### src/hdl/hrm_pkg.sv
`default_nettype none
package hrm_pkg;

  localparam int unsigned TableDepth = 256;
  localparam int unsigned FracBits   = 16;
  localparam int unsigned DivBits    = 54;
  localparam int unsigned ExpTerms   = 12;

  localparam logic signed [54:0] Ln2Q30   = 55'sd744261118;
  localparam logic signed [54:0] SixQ30   = 55'sd6442450944;
  localparam logic        [32:0] Ln2U     = 33'd744261118;
  localparam logic        [31:0] OneQ30   = 32'd1073741824;
  localparam logic        [41:0] HalfQ31  = 42'd1073741824;

  // input word
  typedef struct packed {
    logic               func;
    logic        [7:0]  table_index;
    logic signed [23:0] table_value;
    logic        [7:0]  sample_c0;
    logic        [7:0]  sample_c1;
    logic        [7:0]  sample_c2;
    logic signed [23:0] log_exposure;
    logic               last_exposure;
  } in_word_t;

  // result word
  typedef struct packed {
    logic [7:0] radiance_from_c2;
    logic [7:0] radiance_from_c1;
    logic [7:0] radiance_from_c0;
  } out_word_t;

  // commands from controller to datapath
  typedef struct packed {
    logic       tbl_wr;
    logic       load_in;
    logic       acc_mul;
    logic       acc_add;
    logic       clr_acc;
    logic       div_init_x;
    logic       div_init_t;
    logic       div_step;
    logic       rng;
    logic       k_step;
    logic       ser_init;
    logic       mul;
    logic       term;
    logic       fin;
    logic       rad_zero;
    logic       load_out;
    logic [1:0] chan;
    logic [3:0] iter;
  } cmd_t;

  // status from datapath to controller
  typedef struct packed {
    logic w_zero;
    logic x_out;
    logic u_ge;
    logic out_free;
    logic last;
  } sts_t;

  typedef enum logic [12:0] {
    ST_IDLE   = 13'b0000000000001,
    ST_RD     = 13'b0000000000010,
    ST_MUL_A  = 13'b0000000000100,
    ST_ADD_A  = 13'b0000000001000,
    ST_F_INIT = 13'b0000000010000,
    ST_F_DIV  = 13'b0000000100000,
    ST_F_RNG  = 13'b0000001000000,
    ST_F_K    = 13'b0000010000000,
    ST_F_MUL  = 13'b0000100000000,
    ST_F_DIVI = 13'b0001000000000,
    ST_F_TERM = 13'b0010000000000,
    ST_F_FIN  = 13'b0100000000000,
    ST_DONE   = 13'b1000000000000
  } state_e;

  // hat weight of one channel byte
  function automatic logic [7:0] hat_weight(input logic [7:0] z);
    logic [7:0] w;
    if (z <= 8'd128) begin
      w = z;
    end else if (z < 8'd250) begin
      w = 8'(9'd256 - {1'b0, z});
    end else begin
      w = 8'd6;
    end
    return w;
  endfunction

endpackage
`default_nettype wire

### src/hdl/hrm_ctrl.sv
`default_nettype none
module hrm_ctrl (
  input  wire logic          clk_i,
  input  wire logic          rst_ni,
  input  wire logic          in_valid_i,
  input  wire logic          in_func_i,
  output logic               in_stall_o,
  input  wire hrm_pkg::sts_t sts_i,
  output hrm_pkg::cmd_t      cmd_o
);

  hrm_pkg::state_e state_q, state_d;
  logic [1:0] chan_q, chan_d;
  logic [3:0] iter_q, iter_d;
  logic [5:0] cnt_q, cnt_d;
  logic       ser_q, ser_d;

  // state and counters
  always_ff @(posedge clk_i or negedge rst_ni) begin
    if (!rst_ni) begin
      state_q <= hrm_pkg::ST_IDLE;
      chan_q  <= '0;
      iter_q  <= '0;
      cnt_q   <= '0;
      ser_q   <= 1'b0;
    end else begin
      state_q <= state_d;
      chan_q  <= chan_d;
      iter_q  <= iter_d;
      cnt_q   <= cnt_d;
      ser_q   <= ser_d;
    end
  end

  assign in_stall_o = (state_q != hrm_pkg::ST_IDLE);

  // next state and commands
  always_comb begin
    state_d = state_q;
    chan_d  = chan_q;
    iter_d  = iter_q;
    cnt_d   = cnt_q;
    ser_d   = ser_q;
    cmd_o   = '0;
    cmd_o.chan = chan_q;
    cmd_o.iter = iter_q;
    case (state_q)
      hrm_pkg::ST_IDLE: begin
        if (in_valid_i) begin
          if (in_func_i) begin
            cmd_o.load_in = 1'b1;
            chan_d  = '0;
            state_d = hrm_pkg::ST_RD;
          end else begin
            cmd_o.tbl_wr = 1'b1;
          end
        end
      end
      hrm_pkg::ST_RD: state_d = hrm_pkg::ST_MUL_A;
      hrm_pkg::ST_MUL_A: begin
        cmd_o.acc_mul = 1'b1;
        state_d = hrm_pkg::ST_ADD_A;
      end
      hrm_pkg::ST_ADD_A: begin
        cmd_o.acc_add = 1'b1;
        if (chan_q == 2'd2) begin
          chan_d  = '0;
          state_d = sts_i.last ? hrm_pkg::ST_F_INIT : hrm_pkg::ST_IDLE;
        end else begin
          chan_d  = chan_q + 2'd1;
          state_d = hrm_pkg::ST_RD;
        end
      end
      hrm_pkg::ST_F_INIT: begin
        if (sts_i.w_zero) begin
          cmd_o.rad_zero = 1'b1;
          chan_d  = chan_q + 2'd1;
          state_d = (chan_q == 2'd2) ? hrm_pkg::ST_DONE : hrm_pkg::ST_F_INIT;
        end else begin
          cmd_o.div_init_x = 1'b1;
          cnt_d   = '0;
          ser_d   = 1'b0;
          state_d = hrm_pkg::ST_F_DIV;
        end
      end
      hrm_pkg::ST_F_DIV: begin
        cmd_o.div_step = 1'b1;
        cnt_d = cnt_q + 6'd1;
        if (cnt_q == 6'(hrm_pkg::DivBits - 1)) begin
          state_d = ser_q ? hrm_pkg::ST_F_TERM : hrm_pkg::ST_F_RNG;
        end
      end
      hrm_pkg::ST_F_RNG: begin
        cmd_o.rng = 1'b1;
        if (sts_i.x_out) begin
          chan_d  = chan_q + 2'd1;
          state_d = (chan_q == 2'd2) ? hrm_pkg::ST_DONE : hrm_pkg::ST_F_INIT;
        end else begin
          state_d = hrm_pkg::ST_F_K;
        end
      end
      hrm_pkg::ST_F_K: begin
        if (sts_i.u_ge) begin
          cmd_o.k_step = 1'b1;
        end else begin
          cmd_o.ser_init = 1'b1;
          iter_d  = 4'd1;
          state_d = hrm_pkg::ST_F_MUL;
        end
      end
      hrm_pkg::ST_F_MUL: begin
        cmd_o.mul = 1'b1;
        state_d = hrm_pkg::ST_F_DIVI;
      end
      hrm_pkg::ST_F_DIVI: begin
        cmd_o.div_init_t = 1'b1;
        cnt_d   = '0;
        ser_d   = 1'b1;
        state_d = hrm_pkg::ST_F_DIV;
      end
      hrm_pkg::ST_F_TERM: begin
        cmd_o.term = 1'b1;
        if (iter_q == 4'(hrm_pkg::ExpTerms)) begin
          state_d = hrm_pkg::ST_F_FIN;
        end else begin
          iter_d  = iter_q + 4'd1;
          state_d = hrm_pkg::ST_F_MUL;
        end
      end
      hrm_pkg::ST_F_FIN: begin
        cmd_o.fin = 1'b1;
        chan_d  = chan_q + 2'd1;
        state_d = (chan_q == 2'd2) ? hrm_pkg::ST_DONE : hrm_pkg::ST_F_INIT;
      end
      hrm_pkg::ST_DONE: begin
        if (sts_i.out_free) begin
          cmd_o.load_out = 1'b1;
          cmd_o.clr_acc  = 1'b1;
          chan_d  = '0;
          state_d = hrm_pkg::ST_IDLE;
        end
      end
      default: state_d = hrm_pkg::ST_IDLE;
    endcase
  end

endmodule
`default_nettype wire

### config.mk
export PLATFORM = sky130hd
export DESIGN_NAME = hrm_ctrl
export DESIGN_NICKNAME = d
export VERILOG_FILES = /design/src/hdl/hrm_pkg.sv /design/src/hdl/hrm_ctrl.sv
export SDC_FILE = /design/constraint.sdc
export NUM_CORES = 1
export LEC_CHECK = 0
export BUFFER_PORTS_ARGS = -buffer_cell sky130_fd_sc_hd__buf_2
export CAP_MARGIN = 20
export CORE_ASPECT_RATIO = 1.4
export CORE_MARGIN = 1
export CORE_UTILIZATION = 30
export CTS_CLUSTER_SIZE = 30
export DETAILED_ROUTE_END_ITERATION = 16
export SLEW_MARGIN = 0
export SYNTH_ARGS = -nofsm -noshare
export SYNTH_HDL_FRONTEND = slang
export SYNTH_SLANG_ARGS = --single-unit
### constraint.sdc
create_clock -name clk_i -period 7.8 [get_ports clk_i]
set_clock_uncertainty 0.2 [all_clocks]
set_input_delay 0.39 -clock clk_i [delete_from_list [all_inputs] [get_ports clk_i]]
set_output_delay 0.39 -clock clk_i [all_outputs]
set_load 0.02 [all_outputs]
==> metrics.yaml <==
worst_setup_path_start_kind: "register"
cap_violations: 0
fin_crit_sh_pct: 39.2
worst_slew_pin_slew_ns: 0.670
cp_slowest_cell: "or4_4"
die_h_um: 92.6
synthesis.nets: 219
report.final.hold_viol_count: 0
ys_types: 54
grt_first_pass_wirelength_um: 7380
antenna_found_initial: 0
pwr_density_cell_mw_per_mm2: 127
cts.clk_slew.worst_paths_ns: 0.10
core-area_mm2: 0.00557
fill_cells: 565
async_flop_share_pct: 100
relSlewSlack_pct: 54.9
crit_required_ns: 7.21
cts.sink_count: 26
crit_path_max_incr_delay_ns: 0.59
cts_buffer_depth: 2
min_path_type: "primary input to register"
h-tree-depth: 1
max_freq_mhz: 327
yosysWarnings: 0
max-vdd-ir-drop_v: 0.0000620
ys_ff_latch: 26
grt_max_degree: 27
synth.yosys.seq_area_share_pct: 37.1
crit_path_end_kind: "output pin"
place.port_buffers: 31
total_power_mw: 0.255
netlist_area_mm2: 0.00176
worstSetupPathType: "register to output pin"
die_x_um: 66.7
ant_nets: 0
finalCriticalPeriod_ns: 3.05
cts-resized-gates: 0
cts_tree: "yes"
routedWlPerCell_um: 15.0
mostFrequentLayoutCells: "buf_2 (31), dfrtp_1 (25), nor2_1 (23), nand2_1 (15), inv_1 (13)"
wirelength_um: 4430
via_count: 1598
firstDrtPassIters: 4
clock_tree.root_cell: "clkbuf_8"
start_util_pct: 31.6
area_growth_syn_to_layout_pct: 14.7
viasPerCell: 5.40
drt_iter0_drc: 38
p_seq_share_pct: 52.7
outcome: "completed"
num_io_pins: 32
place.gp.congestion: 0.933
swShare_pct: 19.5
synth_area_per_cell_um2: 8.67
synth_cells: 203
overflow: 0
crit_chain: "or3_1 > or2_4 > or4_4 > clkinv_2 > buf_2"
drive_above_1_share_pct: 20.2
rsz0062_at_grt: "false"
n_antenna_cell: 0
fin_tns_setup_ns: 0
combPwrFrac_pct: 2.5
nNetsFinal: 245
clk_latency_ns: 0.27
internal_power_mw: 0.206
grtUsageTotal_pct: 15.5
num_rows: 32
dieArea_mm2: 0.00618
setup_viol: 0
synth_edf_count: 0
p_switching_mw: 0.0498
critPathArrivalTime_ns: 2.46
slew_viol_final: 0
p_leak_nw: 1.02
grt_pass1_vias: 1532
ys.flop_type: "dfrtp_1"
path_max_fanout: 9
final_common_cell: "buf_2"
route.detailed.drc: 0
hpwl_um: 3470
numCtsBuffers: 3
pwr-share-clk_pct: 44.8
[logic make-up after synthesis]
family          after synthesis  synth area share [%]
xor+xnor                      6                  2.99
simple gates                104                  33.6
buf+inv                      25                  6.69
compound gates               33                  13.4
mux                           2                  1.21
fa+ha+maj                     7                  4.98
flops                        26                  37.1
[sequential cells by signal, summed over array words and instances (netlist names)]
register / cells
ser_q: 1
iter_q: 4
chan_q: 2
state_q: 13
cnt_q: 6
[power groups by stage]
stage | Sequential [mW] | Combinational (mW) | Clock (mW)
finish | 0.135 | 0.00635 | 0.114
global route | 0.135 | 0.00730 | 0.124
CTS | 0.135 | 0.00670 | 0.118
detailed placement | 0.137 | 0.00626 | 0
global placement | 0.137 | 0.00645 | 0
floorplan | 0.137 | 0.000546 | 0
[repair_timing]
action,4_1_cts,5_1_grt
hold endpoints to repair,25,0
buffers inserted,0,0
hold buffers,1,0
[critical path, delay by kind of cell, from the launching register on]
| family | cells | cell delay (ns) |
|---|---|---|
| buf+inv | 2 | 0.31 |
| flops | 1 | 0.46 |
| simple gates | 3 | 1.41 |
[cells in the mapped netlist, types with 2 or more instances]
| cell | count | area (um^2) |
|---|---|---|
| dfrtp_1 | 25 | 626 |
| and3_1 | 9 | 56.3 |
| and4b_1 | 6 | 60.1 |
| nand4_1 | 3 | 18.8 |
| nor2_1 | 23 | 86.3 |
| nand3b_1 | 2 | 15.0 |
| nor4b_1 | 2 | 17.5 |
| buf_6 | 2 | 22.5 |
| a211oi_1 | 3 | 22.5 |
| clkbuf_1 | 7 | 26.3 |
| a32o_1 | 2 | 20.0 |
| nor4_1 | 8 | 50.1 |
| nor3b_1 | 4 | 30.0 |
| xor2_1 | 5 | 43.8 |
| a21oi_1 | 6 | 30.0 |
| o21ai_0 | 7 | 35.0 |
| inv_1 | 13 | 48.8 |
| ha_1 | 7 | 87.6 |
| nor3_1 | 6 | 30.0 |
| nand2_1 | 15 | 56.3 |
| or2_2 | 2 | 12.5 |
| nand2b_1 | 3 | 18.8 |
| buf_4 | 2 | 15.0 |
| nand3_1 | 10 | 50.1 |
| or4_1 | 2 | 15.0 |
[final cells by class]
cell class                      count  area (um^2)  area share (%)
Inverter                           14         53.8            2.67
Clock buffer                        3         41.3            2.05
Tap cell                           68         85.1            4.22
Clock inverter                      1         30.0            1.49
Timing Repair Buffer               32          165            8.19
Sequential cell                    26          652            32.3
Multi-Input combinational cell    152          990            49.1
[metrics by stage]
stage | worst slack [ns] | instances | hold slack [ns] | cell area [um^2] | utilization [%]
6_report | 4.75 | 296 | 0.151 | 2020 | 36.2
5_1_grt | 4.65 | 296 | 0.152 | 2020 | 36.2
4_1_cts | 4.74 | 296 | 0.147 | 2020 | 36.2
3_5_place_dp | 5.06 | 291 | 0.231 | 1940 | 34.8
3_3_place_gp | 5.09 | 291 | 0.236 | 1940 | 34.8
2_1_floorplan | 4.99 | 203 | -0.106 | 1760 | -
[per-layer routing]
metal / global-route usage (%) / share of wire (%)
met1: 19.4 / 43
met2: 26.7 / 53
met3: 0.985 / 2.8
met4: 6.74 / 1.5
met5: 0 / 0
[path summary, 6_finish.rpt]
path	to	slack [ns]	startpoint	cells after the start
worst max-delay path	cmd_o[14]	4.75	state_q[9]	5
worst min register to register	state_q[6]	0.25	ser_q	1
min in group asynchronous	cnt_q[5]	0.44	rst_ni	2
max in group asynchronous	state_q[9]	6.58	rst_ni	2
worst min-delay path	state_q[4]	0.15	sts_i[0]	3
worst max register to register	state_q[10]	5.10	state_q[9]	5
Power figures use the tool's default switching activity.
